==> src/rtl/rgbhsl_pkg.sv <==
// Shared widths and constants for the RGB to HSL converter.
`timescale 1ns / 1ps
package rgbhsl_pkg;

    localparam int CHAN_W = 8;
    localparam int HUE_W  = 15;
    localparam int FRAC_W = 16;

    // Divider: numerator, divisor and quotient widths, one quotient bit per stage
    localparam int DIV_NUM_W = 26;
    localparam int DIV_DEN_W = 9;
    localparam int DIV_QUO_W = 16;

    localparam logic [HUE_W-1:0] HUE_FULL_TURN = 15'd23040;

    // Hue offsets premultiplied by 64 (1/64 degree units)
    localparam logic [13:0] OFF_RED   = 14'd0;
    localparam logic [13:0] OFF_GREEN = 14'd7680;
    localparam logic [13:0] OFF_BLUE  = 14'd15360;

    // 60 degrees in 1/64 degree units, and twice the full fraction scale
    localparam logic [11:0] SEXTANT_SCALE = 12'd3840;
    localparam logic [17:0] FRAC_TWICE    = 18'd131070;

endpackage

==> src/rtl/rgbhsl_div.sv <==
// Pipelined restoring divider, one quotient bit per register stage.
`timescale 1ns / 1ps
module rgbhsl_div (
    input  logic                                clk,
    input  logic                                en,
    input  logic [rgbhsl_pkg::DIV_NUM_W-1:0]    num,
    input  logic [rgbhsl_pkg::DIV_DEN_W-1:0]    den,
    output logic [rgbhsl_pkg::DIV_QUO_W-1:0]    quo
);
    import rgbhsl_pkg::*;

    logic [DIV_NUM_W-1:0] rem_reg [0:DIV_QUO_W-1];
    logic [DIV_DEN_W-1:0] den_reg [0:DIV_QUO_W-1];
    logic [DIV_QUO_W-1:0] quo_reg [0:DIV_QUO_W-1];

    for (genvar k = 0; k < DIV_QUO_W; k++)
    begin : g_stage
        logic [DIV_NUM_W-1:0] rem_in;
        logic [DIV_DEN_W-1:0] den_in;
        logic [DIV_QUO_W-1:0] quo_in;
        logic [DIV_NUM_W-1:0] shifted;

        if (k == 0)
        begin : g_first
            assign rem_in = num;
            assign den_in = den;
            assign quo_in = '0;
        end
        else
        begin : g_next
            assign rem_in = rem_reg[k-1];
            assign den_in = den_reg[k-1];
            assign quo_in = quo_reg[k-1];
        end

        assign shifted = DIV_NUM_W'(den_in) << (DIV_QUO_W - 1 - k);

        always_ff @(posedge clk)
        begin
            if (en)
            begin
                den_reg[k] <= den_in;
                if (rem_in >= shifted)
                begin
                    rem_reg[k] <= rem_in - shifted;
                    quo_reg[k] <= quo_in | (DIV_QUO_W'(1) << (DIV_QUO_W - 1 - k));
                end
                else
                begin
                    rem_reg[k] <= rem_in;
                    quo_reg[k] <= quo_in;
                end
            end
        end
    end

    assign quo = quo_reg[DIV_QUO_W-1];

endmodule

==> src/rtl/rgb_to_hsl_converter_top.sv <==
// Top level of the RGB to HSL converter: front stages, dividers, output register.
//
//  channel | signals                         | direction
//  pixel   | pixel_valid pixel_stall red green blue | in
//  hsl     | hsl_valid hsl_stall hue saturation lightness | out
//
// The pipe is the input register, two arithmetic stages, 16 divider
// stages (one quotient bit each) and the output register. It takes one item
// per cycle while no result is stalled. Reset clears only the valid bits. A
// stalled result freezes the whole pipe; pixel_stall is raised in that cycle.
`timescale 1ns / 1ps
module rgb_to_hsl_converter_top (
    input  logic                            clk,
    input  logic                            rst_n,
    input  logic                            pixel_valid,
    output logic                            pixel_stall,
    input  logic [rgbhsl_pkg::CHAN_W-1:0]   red,
    input  logic [rgbhsl_pkg::CHAN_W-1:0]   green,
    input  logic [rgbhsl_pkg::CHAN_W-1:0]   blue,
    output logic                            hsl_valid,
    input  logic                            hsl_stall,
    output logic [rgbhsl_pkg::HUE_W-1:0]    hue,
    output logic [rgbhsl_pkg::FRAC_W-1:0]   saturation,
    output logic [rgbhsl_pkg::FRAC_W-1:0]   lightness
);
    import rgbhsl_pkg::*;

    localparam int NSTAGE = DIV_QUO_W + 4;
    localparam int LDELAY = DIV_QUO_W + 2;

    logic              en;
    logic [NSTAGE-1:0] valid_reg;

    // stage 0
    logic [CHAN_W-1:0] r_reg, g_reg, b_reg;
    // stage 1
    logic [CHAN_W-1:0] mx, mn;
    logic [CHAN_W-1:0] d_reg;
    logic [8:0]        sum_reg;
    logic signed [8:0] diff_next, diff_reg;
    logic [13:0]       off_next, off_reg;
    // stage 2
    logic signed [24:0] t_base, t_wrap;
    logic [DIV_NUM_W-1:0] hue_num_reg, sat_num_reg;
    logic [DIV_DEN_W-1:0] hue_den_reg, sat_den_reg;
    logic [CHAN_W-1:0]    sat_den;
    logic [16:0]          light_full;
    logic [FRAC_W-1:0]    light_reg [0:LDELAY-1];
    // divider outputs and output stage
    logic [DIV_QUO_W-1:0] hue_quo, sat_quo;
    logic [HUE_W-1:0]     hue_reg;
    logic [FRAC_W-1:0]    sat_reg;

    assign en          = !(hsl_valid && hsl_stall);
    assign pixel_stall = !en;

    always_ff @(posedge clk or negedge rst_n)
    begin
        if (!rst_n)
            valid_reg <= '0;
        else if (en)
            valid_reg <= {valid_reg[NSTAGE-2:0], pixel_valid};
    end

    always_ff @(posedge clk)
    begin
        if (en)
        begin
            r_reg <= red;
            g_reg <= green;
            b_reg <= blue;
        end
    end

    // Largest channel picks the sextant; later channel wins ties
    always_comb
    begin
        mx = (r_reg > g_reg) ? r_reg : g_reg;
        mx = (mx > b_reg) ? mx : b_reg;
        mn = (r_reg < g_reg) ? r_reg : g_reg;
        mn = (mn < b_reg) ? mn : b_reg;
        if (mx == b_reg)
        begin
            diff_next = $signed({1'b0, r_reg}) - $signed({1'b0, g_reg});
            off_next  = OFF_BLUE;
        end
        else if (mx == g_reg)
        begin
            diff_next = $signed({1'b0, b_reg}) - $signed({1'b0, r_reg});
            off_next  = OFF_GREEN;
        end
        else
        begin
            diff_next = $signed({1'b0, g_reg}) - $signed({1'b0, b_reg});
            off_next  = OFF_RED;
        end
    end

    always_ff @(posedge clk)
    begin
        if (en)
        begin
            d_reg    <= mx - mn;
            sum_reg  <= {1'b0, mx} + {1'b0, mn};
            diff_reg <= diff_next;
            off_reg  <= off_next;
        end
    end

    // Hue numerator 2t+d over 2d, saturation 2*d*65535+den over 2*den (round half up)
    always_comb
    begin
        t_base = $signed({{16{diff_reg[8]}}, diff_reg}) * $signed(25'(SEXTANT_SCALE))
               + $signed(25'(off_reg) * 25'(d_reg));
        if (t_base < 0)
            t_wrap = t_base + $signed(25'(HUE_FULL_TURN) * 25'(d_reg));
        else
            t_wrap = t_base;
        if (sum_reg < 9'd255)
            sat_den = sum_reg[7:0];
        else
            sat_den = 8'(10'd510 - {1'b0, sum_reg});
        if (sat_den == '0)
            sat_den = 8'd1;
        light_full = 17'((18'(sum_reg) * 18'd257 + 18'd1) >> 1);
    end

    always_ff @(posedge clk)
    begin
        if (en)
        begin
            if (d_reg == '0)
            begin
                hue_num_reg <= DIV_NUM_W'(1);
                hue_den_reg <= DIV_DEN_W'(2);
            end
            else
            begin
                hue_num_reg <= DIV_NUM_W'({t_wrap[23:0], 1'b0}) + DIV_NUM_W'(d_reg);
                hue_den_reg <= {d_reg, 1'b0};
            end
            sat_num_reg <= DIV_NUM_W'(d_reg) * DIV_NUM_W'(FRAC_TWICE) + DIV_NUM_W'(sat_den);
            sat_den_reg <= {sat_den, 1'b0};
            light_reg[0] <= light_full[FRAC_W-1:0];
            for (int i = 1; i < LDELAY; i++)
                light_reg[i] <= light_reg[i-1];
        end
    end

    rgbhsl_div u_hue_div (
        .clk (clk),
        .en  (en),
        .num (hue_num_reg),
        .den (hue_den_reg),
        .quo (hue_quo)
    );

    rgbhsl_div u_sat_div (
        .clk (clk),
        .en  (en),
        .num (sat_num_reg),
        .den (sat_den_reg),
        .quo (sat_quo)
    );

    // Wrap a hue that rounds up to a full turn
    always_ff @(posedge clk)
    begin
        if (en)
        begin
            if (hue_quo >= DIV_QUO_W'(HUE_FULL_TURN))
                hue_reg <= HUE_W'(hue_quo - DIV_QUO_W'(HUE_FULL_TURN));
            else
                hue_reg <= hue_quo[HUE_W-1:0];
            sat_reg <= sat_quo;
        end
    end

    assign hsl_valid  = valid_reg[NSTAGE-1];
    assign hue        = hue_reg;
    assign saturation = sat_reg;
    assign lightness  = light_reg[LDELAY-1];

endmodule

==> config.mk <==
export PLATFORM = sky130hd
export DESIGN_NAME = rgb_to_hsl_converter_top
export DESIGN_NICKNAME = d
export VERILOG_FILES = /design/src/rtl/rgbhsl_pkg.sv /design/src/rtl/rgbhsl_div.sv /design/src/rtl/rgb_to_hsl_converter_top.sv
export SDC_FILE = /design/constraint.sdc
export NUM_CORES = 2
export LEC_CHECK = 0
export BUFFER_PORTS_ARGS = -buffer_cell sky130_fd_sc_hd__buf_2
export CORE_UTILIZATION = 35
export CTS_CLUSTER_DIAMETER = 30
export DETAILED_ROUTE_END_ITERATION = 8
export GPL_TIMING_DRIVEN = 0
export PLACE_DENSITY = 0.5
export SLEW_MARGIN = 20
export SYNTH_ARGS = -nofsm -noshare
export SYNTH_HDL_FRONTEND = slang
export SYNTH_SLANG_ARGS = --single-unit
==> constraint.sdc <==
create_clock -name clk -period 81.5 [get_ports clk]
set_input_delay 4.075 -clock clk [delete_from_list [all_inputs] [get_ports clk]]
set_output_delay 4.075 -clock clk [all_outputs]
set_load 0.01 [all_outputs]
== After elaboration in Yosys (flattened, before gate mapping) ==
Memories as Yosys holds them, arrays and structs flattened. A register that Yosys moved wholly into a read port is not among the register bits.
Cells that the tools add are included.
Operators by class
  magnitude comparators: 39
  multiplexer cells: 268
  bitwise operators: 64
  reduce and logical (&&, ||, !) cells: 4
  $add $sub $neg: 44
  multiply operators: 5
  eq/ne operators: 2
Operator list (count)
  2-to-1 mux 26 bit: 32
  2-to-1 mux 16 bit: 32
  2-to-1 mux 1 bit: 193
  bitwise OR 1 bit: 64
  adder 25 x 8 -> 26 bit: 2
  greater-or-equal comparator 26 x 10 -> 1 bit: 2
  greater-or-equal comparator 26 x 11 -> 1 bit: 2
  greater-or-equal comparator 26 x 12 -> 1 bit: 2
  greater-or-equal comparator 26 x 13 -> 1 bit: 2
  greater-or-equal comparator 26 x 14 -> 1 bit: 2
  greater-or-equal comparator 26 x 15 -> 1 bit: 2
  greater-or-equal comparator 26 x 16 -> 1 bit: 2
  greater-or-equal comparator 26 x 17 -> 1 bit: 2
  greater-or-equal comparator 26 x 18 -> 1 bit: 2
  greater-or-equal comparator 26 x 19 -> 1 bit: 2
  greater-or-equal comparator 26 x 20 -> 1 bit: 2
  greater-or-equal comparator 26 x 21 -> 1 bit: 2
  greater-or-equal comparator 26 x 22 -> 1 bit: 2
  greater-or-equal comparator 26 x 23 -> 1 bit: 2
  greater-or-equal comparator 26 x 24 -> 1 bit: 2
  greater-or-equal comparator 26 x 9 -> 1 bit: 2
  subtractor 26 x 10 -> 26 bit: 2
  subtractor 26 x 11 -> 26 bit: 2
  subtractor 26 x 12 -> 26 bit: 2
  40 further kinds: 65
Storage, ports and cells
  register bits: 168
  memories: 7
  output and inout port bits: 49
  RAM bits: 1920
Memory list
  u_hue_div.rem_reg: depth 16, width 26, rd ports 15, clocked after Yosys merged registers in 0, write ports 16, RTL line rgbhsl_div.sv:12  | logic [DIV_NUM_W-1:0] rem_reg [0:DIV_QUO_W-1];
  u_sat_div.rem_reg: depth 16, width 26, rd ports 15, clocked after Yosys merged registers in 0, write ports 16, RTL line rgbhsl_div.sv:12
  light_reg: depth 18, width 16, rd ports 18, clocked after Yosys merged registers in 0, write ports 18, RTL line rgb_to_hsl_converter_top.sv:48  | logic [FRAC_W-1:0] light_reg [0:LDELAY-1];
  u_hue_div.quo_reg: depth 16, width 16, rd ports 16, clocked after Yosys merged registers in 0, write ports 16, RTL line rgbhsl_div.sv:14  | logic [DIV_QUO_W-1:0] quo_reg [0:DIV_QUO_W-1];
  u_sat_div.quo_reg: depth 16, width 16, rd ports 16, clocked after Yosys merged registers in 1, write ports 16, RTL line rgbhsl_div.sv:14
  u_hue_div.den_reg: depth 16, width 9, rd ports 15, clocked after Yosys merged registers in 0, write ports 16, RTL line rgbhsl_div.sv:13  | logic [DIV_DEN_W-1:0] den_reg [0:DIV_QUO_W-1];
  +1 memories

== Depth between registers and ports, before layout ==
  depth after elaboration: 7
  mapped depth: 29
  mapped depth without buffers: 28

== Modules after synthesis ==
Synthesis repeated with hierarchy kept, for this count alone.
Second synthesis, totals
  cells, all modules: 6443
  area total of the unflattened synthesis: 85849.8 µm²
By module, submodules not included
  rgbhsl_div (u_sat_div): sequential area each 19849.0 µm², cells each 2357, area each 31133.6 µm², instances 1
  rgbhsl_div (u_hue_div): sequential area each 19849.0 µm², cells each 2347, area each 31037.3 µm², instances 1
  rgb_to_hsl_converter_top: sequential area each 13352.8 µm², cells each 1739, area each 23679.0 µm², instances 1

== Least setup slack after synthesis ==
Ideal clock, no wire load.
  path kind: input to register
  start point: input hsl_stall
  end point: memory u_hue_div.quo_reg[6][9] (netlist: u_hue_div.quo_reg[0][105]) (enable)
  data required time: 79.683 ns
  setup time: 1.817 ns
  setup slack: 47.034 ns
  arrival time: 32.650 ns
  stages on the path: 3
  cell sequence: nand2_1 -> clkbuf_1 -> clkbuf_1
RTL lines
  start: declaration: RTL line rgb_to_hsl_converter_top.sv:21  | input logic hsl_stall,
  end: declaration: RTL line rgbhsl_div.sv:14

== Worst setup path in the final report ==
  start point: input hsl_stall
  end point: output pixel_stall
On the way
  word-level cells in the longest chain between the ends: 1
RTL lines
  logical AND 1 bit: RTL line rgb_to_hsl_converter_top.sv:54  | assign en = !(hsl_valid && hsl_stall);
  end: declaration: RTL line rgb_to_hsl_converter_top.sv:16  | output logic pixel_stall,
No other way between the ends.

==> impl_metrics.ini <==
[run_status]
status = complete, no violations

[timing]
setup_viol = 0
fin_crit_ns = 10.44
rsz0062_at_grt = false
worst_pin_slew_ns = 1.12
fin_skew_ns = 0.0536
setup_tns_ns = 0
hold_viol = 0
drv_slew = 0
fin_crit_sh_pct = 12.8
max_slew_margin_pct = 25.1
fmax_mhz = 95.7

[worst_setup_path]
rr_worst_depth = 21
arrival_ns = 6.37
path_cells = buf_2 > nand2_1 > clkinv_1 > clkbuf_2 > buf_12 > clkbuf_1 > buf_2
r2r_slack_ns = 74.58
worst-path-stages = 7
crit_end = pixel_stall
worstSetupPathType = input port to output port
critPathSlowestCell = clkinv_1
startpoint = hsl_stall
cp_max_fo = 10
regToRegStartpoint = d_reg[6]
crit_family = buffers and inverters
end_kind = output port
cp_slowest_stage_delay_ns = 0.78
critPathLaunchType = input port
regToRegEndpoint = hue_num_reg[10]
crit_path_frequent_cell = buf_2
crit_buf_inv = 6
required_ns = 77.43

[detailed_routing]
wl_mm = 151
ant_nets = 0
avgRoutedWirePerCell_um = 15.2
vias = 46500
wl_met3_mm = 4.83
drc = 0
dr_wl_met2_mm = 79.0
top_layer_used = met4
via_per_inst = 4.68
drt_iter0_drc = 1833
first_pass_iters = 5
wl_met1_mm = 61.4

[floorplan]
core_area_um2 = 231000
ioPinCount = 77
rows = 176
dieArea_um2 = 235000
die_w_um = 485
die_y_um = 485
start_util_pct = 35.4

[hold_path]
min_path_type = register to register

[yosys]
ys_ff_latch = 1732
synth_cell_type_count = 81
ys_warn_count = 0
syn_area_um2 = 81600
synthCells = 6098
yosysSeqAreaShare_pct = 63.6
synth-edff-count = 1712
syn_area_per_cell_um2 = 13.4
dominantRegCellSynth = edfxtp_1
ys_async_sr_fraction_pct = 1.15
syn_nets = 6705

[finish]
fin_nets = 7209
fin_util_pct = 43.2
area_growth_pct = 22.2
drive_above_1_share_pct = 11.4
largest_reg_flops = 390
design_area_um2 = 99800

[clocking]
cts_root_buf = clkbuf_16
cts_hold_buf = 0
cts_sinks = 1732
clock_latency_ns = 0.91
tritoncts = done
cts_max_path_buffers = 4
cts_resized = 0
post_cts_buffers = 0
cts_buffers = 388
cts.htree.levels = 5
clk_pin_slew_worst_paths_ns = 0.05

[place]
hpwl_mm = 109
portBuffers = 76
placed_cell_area_um2 = 86800
gp_congestion = 0.827

[global_routing]
grt_pass1_wl_mm = 246
grt_pass1_vias = 49100
track_usage_pct = 12.8
grt_max_degree = 61
antenna_found_initial = 2
grt-ovfl-total = 0

[flow_run]
drv_cap = 0
[logic make-up after synthesis]
logic type	synth area share [%]
AOI/OAI and AO/OA	7.05
xor gates and xnor gates	5.31
adders and majority gates	9.86
buffers and inverters	3.35
DFF	63.6
muxes	1.35
and+or+nand+nor	9.47
[cells in the final DEF (no fill, tap or decap), drive strengths merged, types with 113 or more instances in the layout]
cell,count
xnor2,283
nor4,113
o21ai,290
a21oi,216
nand2,408
ha,473
nor3,125
xor2,212
clkinv,148
inv,657
nor2,380
clkbuf,510
buf,126
edfxtp,1712
[per-layer routing]
layer,vias to the layer above,global-route usage (%)
met1,22000,13.8
met4,0,6.21
met3,410,2.43
li1,23400,-
met2,701,23.9
met5,-,0
[synth_stat cells, types with 64 or more instances]
cell type	number	area (µm²)
edfxtp_1	1712	51400
inv_1	647	2430
ha_1	473	5920
nand2_1	408	1530
nor2_1	379	1420
o21ai_0	290	1450
xnor2_1	283	2480
a21oi_1	216	1080
xor2_1	212	1860
nor3_1	123	616
nor4_1	111	694
fa_1	106	2120
a21boi_0	89	668
nor2b_1	81	507
a21o_1	74	556
nand3_1	66	330
clkbuf_1	64	240
[how the worst min path moves through the flow]
stage | startpoint | to | depth (start not counted)
2_1_floorplan | u_hue_div.quo_reg[1][112] | hue[0] | 0
4_1_cts | u_hue_div.quo_reg[0][91] | u_hue_div.quo_reg[0][107] | 0
3_3_place_gp | light_reg[15][15] | light_reg[16][15] | 0
5_1_grt | u_hue_div.quo_reg[0][125] | u_hue_div.quo_reg[1][13] | 0
3_5_place_dp | light_reg[11][11] | light_reg[12][11] | 0
6_report | light_reg[4][6] | light_reg[5][6] | 0
[area by class of cell]
cell class	instances	area, µm²
Antenna cell	2	5.00
Buffer	76	308
Inverter	649	2440
Clock buffer	446	10100
Sequential cell	1732	51900
Multi-Input combinational cell	3641	27000
Fill cell	20900	131000
Timing Repair Buffer	114	1340
Tap cell	3026	3790
Clock inverter	247	2890
[stage by stage]
step                      hold WS, ns  worst slack (ns)  cells
after floorplan                 0.400             47.03   6098
after global placement          0.401             33.76   9200
after detailed placement        0.405             70.89   9238
after CTS                       0.377             70.88   9931
after global routing            0.382             70.91   9933
final                           0.381             71.06   9933
[worst reg2reg max path: stages (launching register included)]
cell and delay, ns:
edfxtp_1 0.78, and2_1 0.29, inv_1 0.10, fa_1 0.51, fa_1 0.55, inv_1 0.06, fa_1 0.47, ha_1 0.31
ha_1 0.34, a21oi_1 0.23, o21bai_1 0.10, a21oi_1 0.22, o21bai_1 0.09, a21oi_1 0.25, xor2_1 0.22, ha_1 0.25
nor3_1 0.08, a211o_1 0.33, xnor2_2 0.51, clkbuf_1 0.58, mux2i_1 0.28, nor2_1 0.09
Power is not shown: default switching activity piles up to over one toggle a cycle in this logic, so the estimate is an artifact.
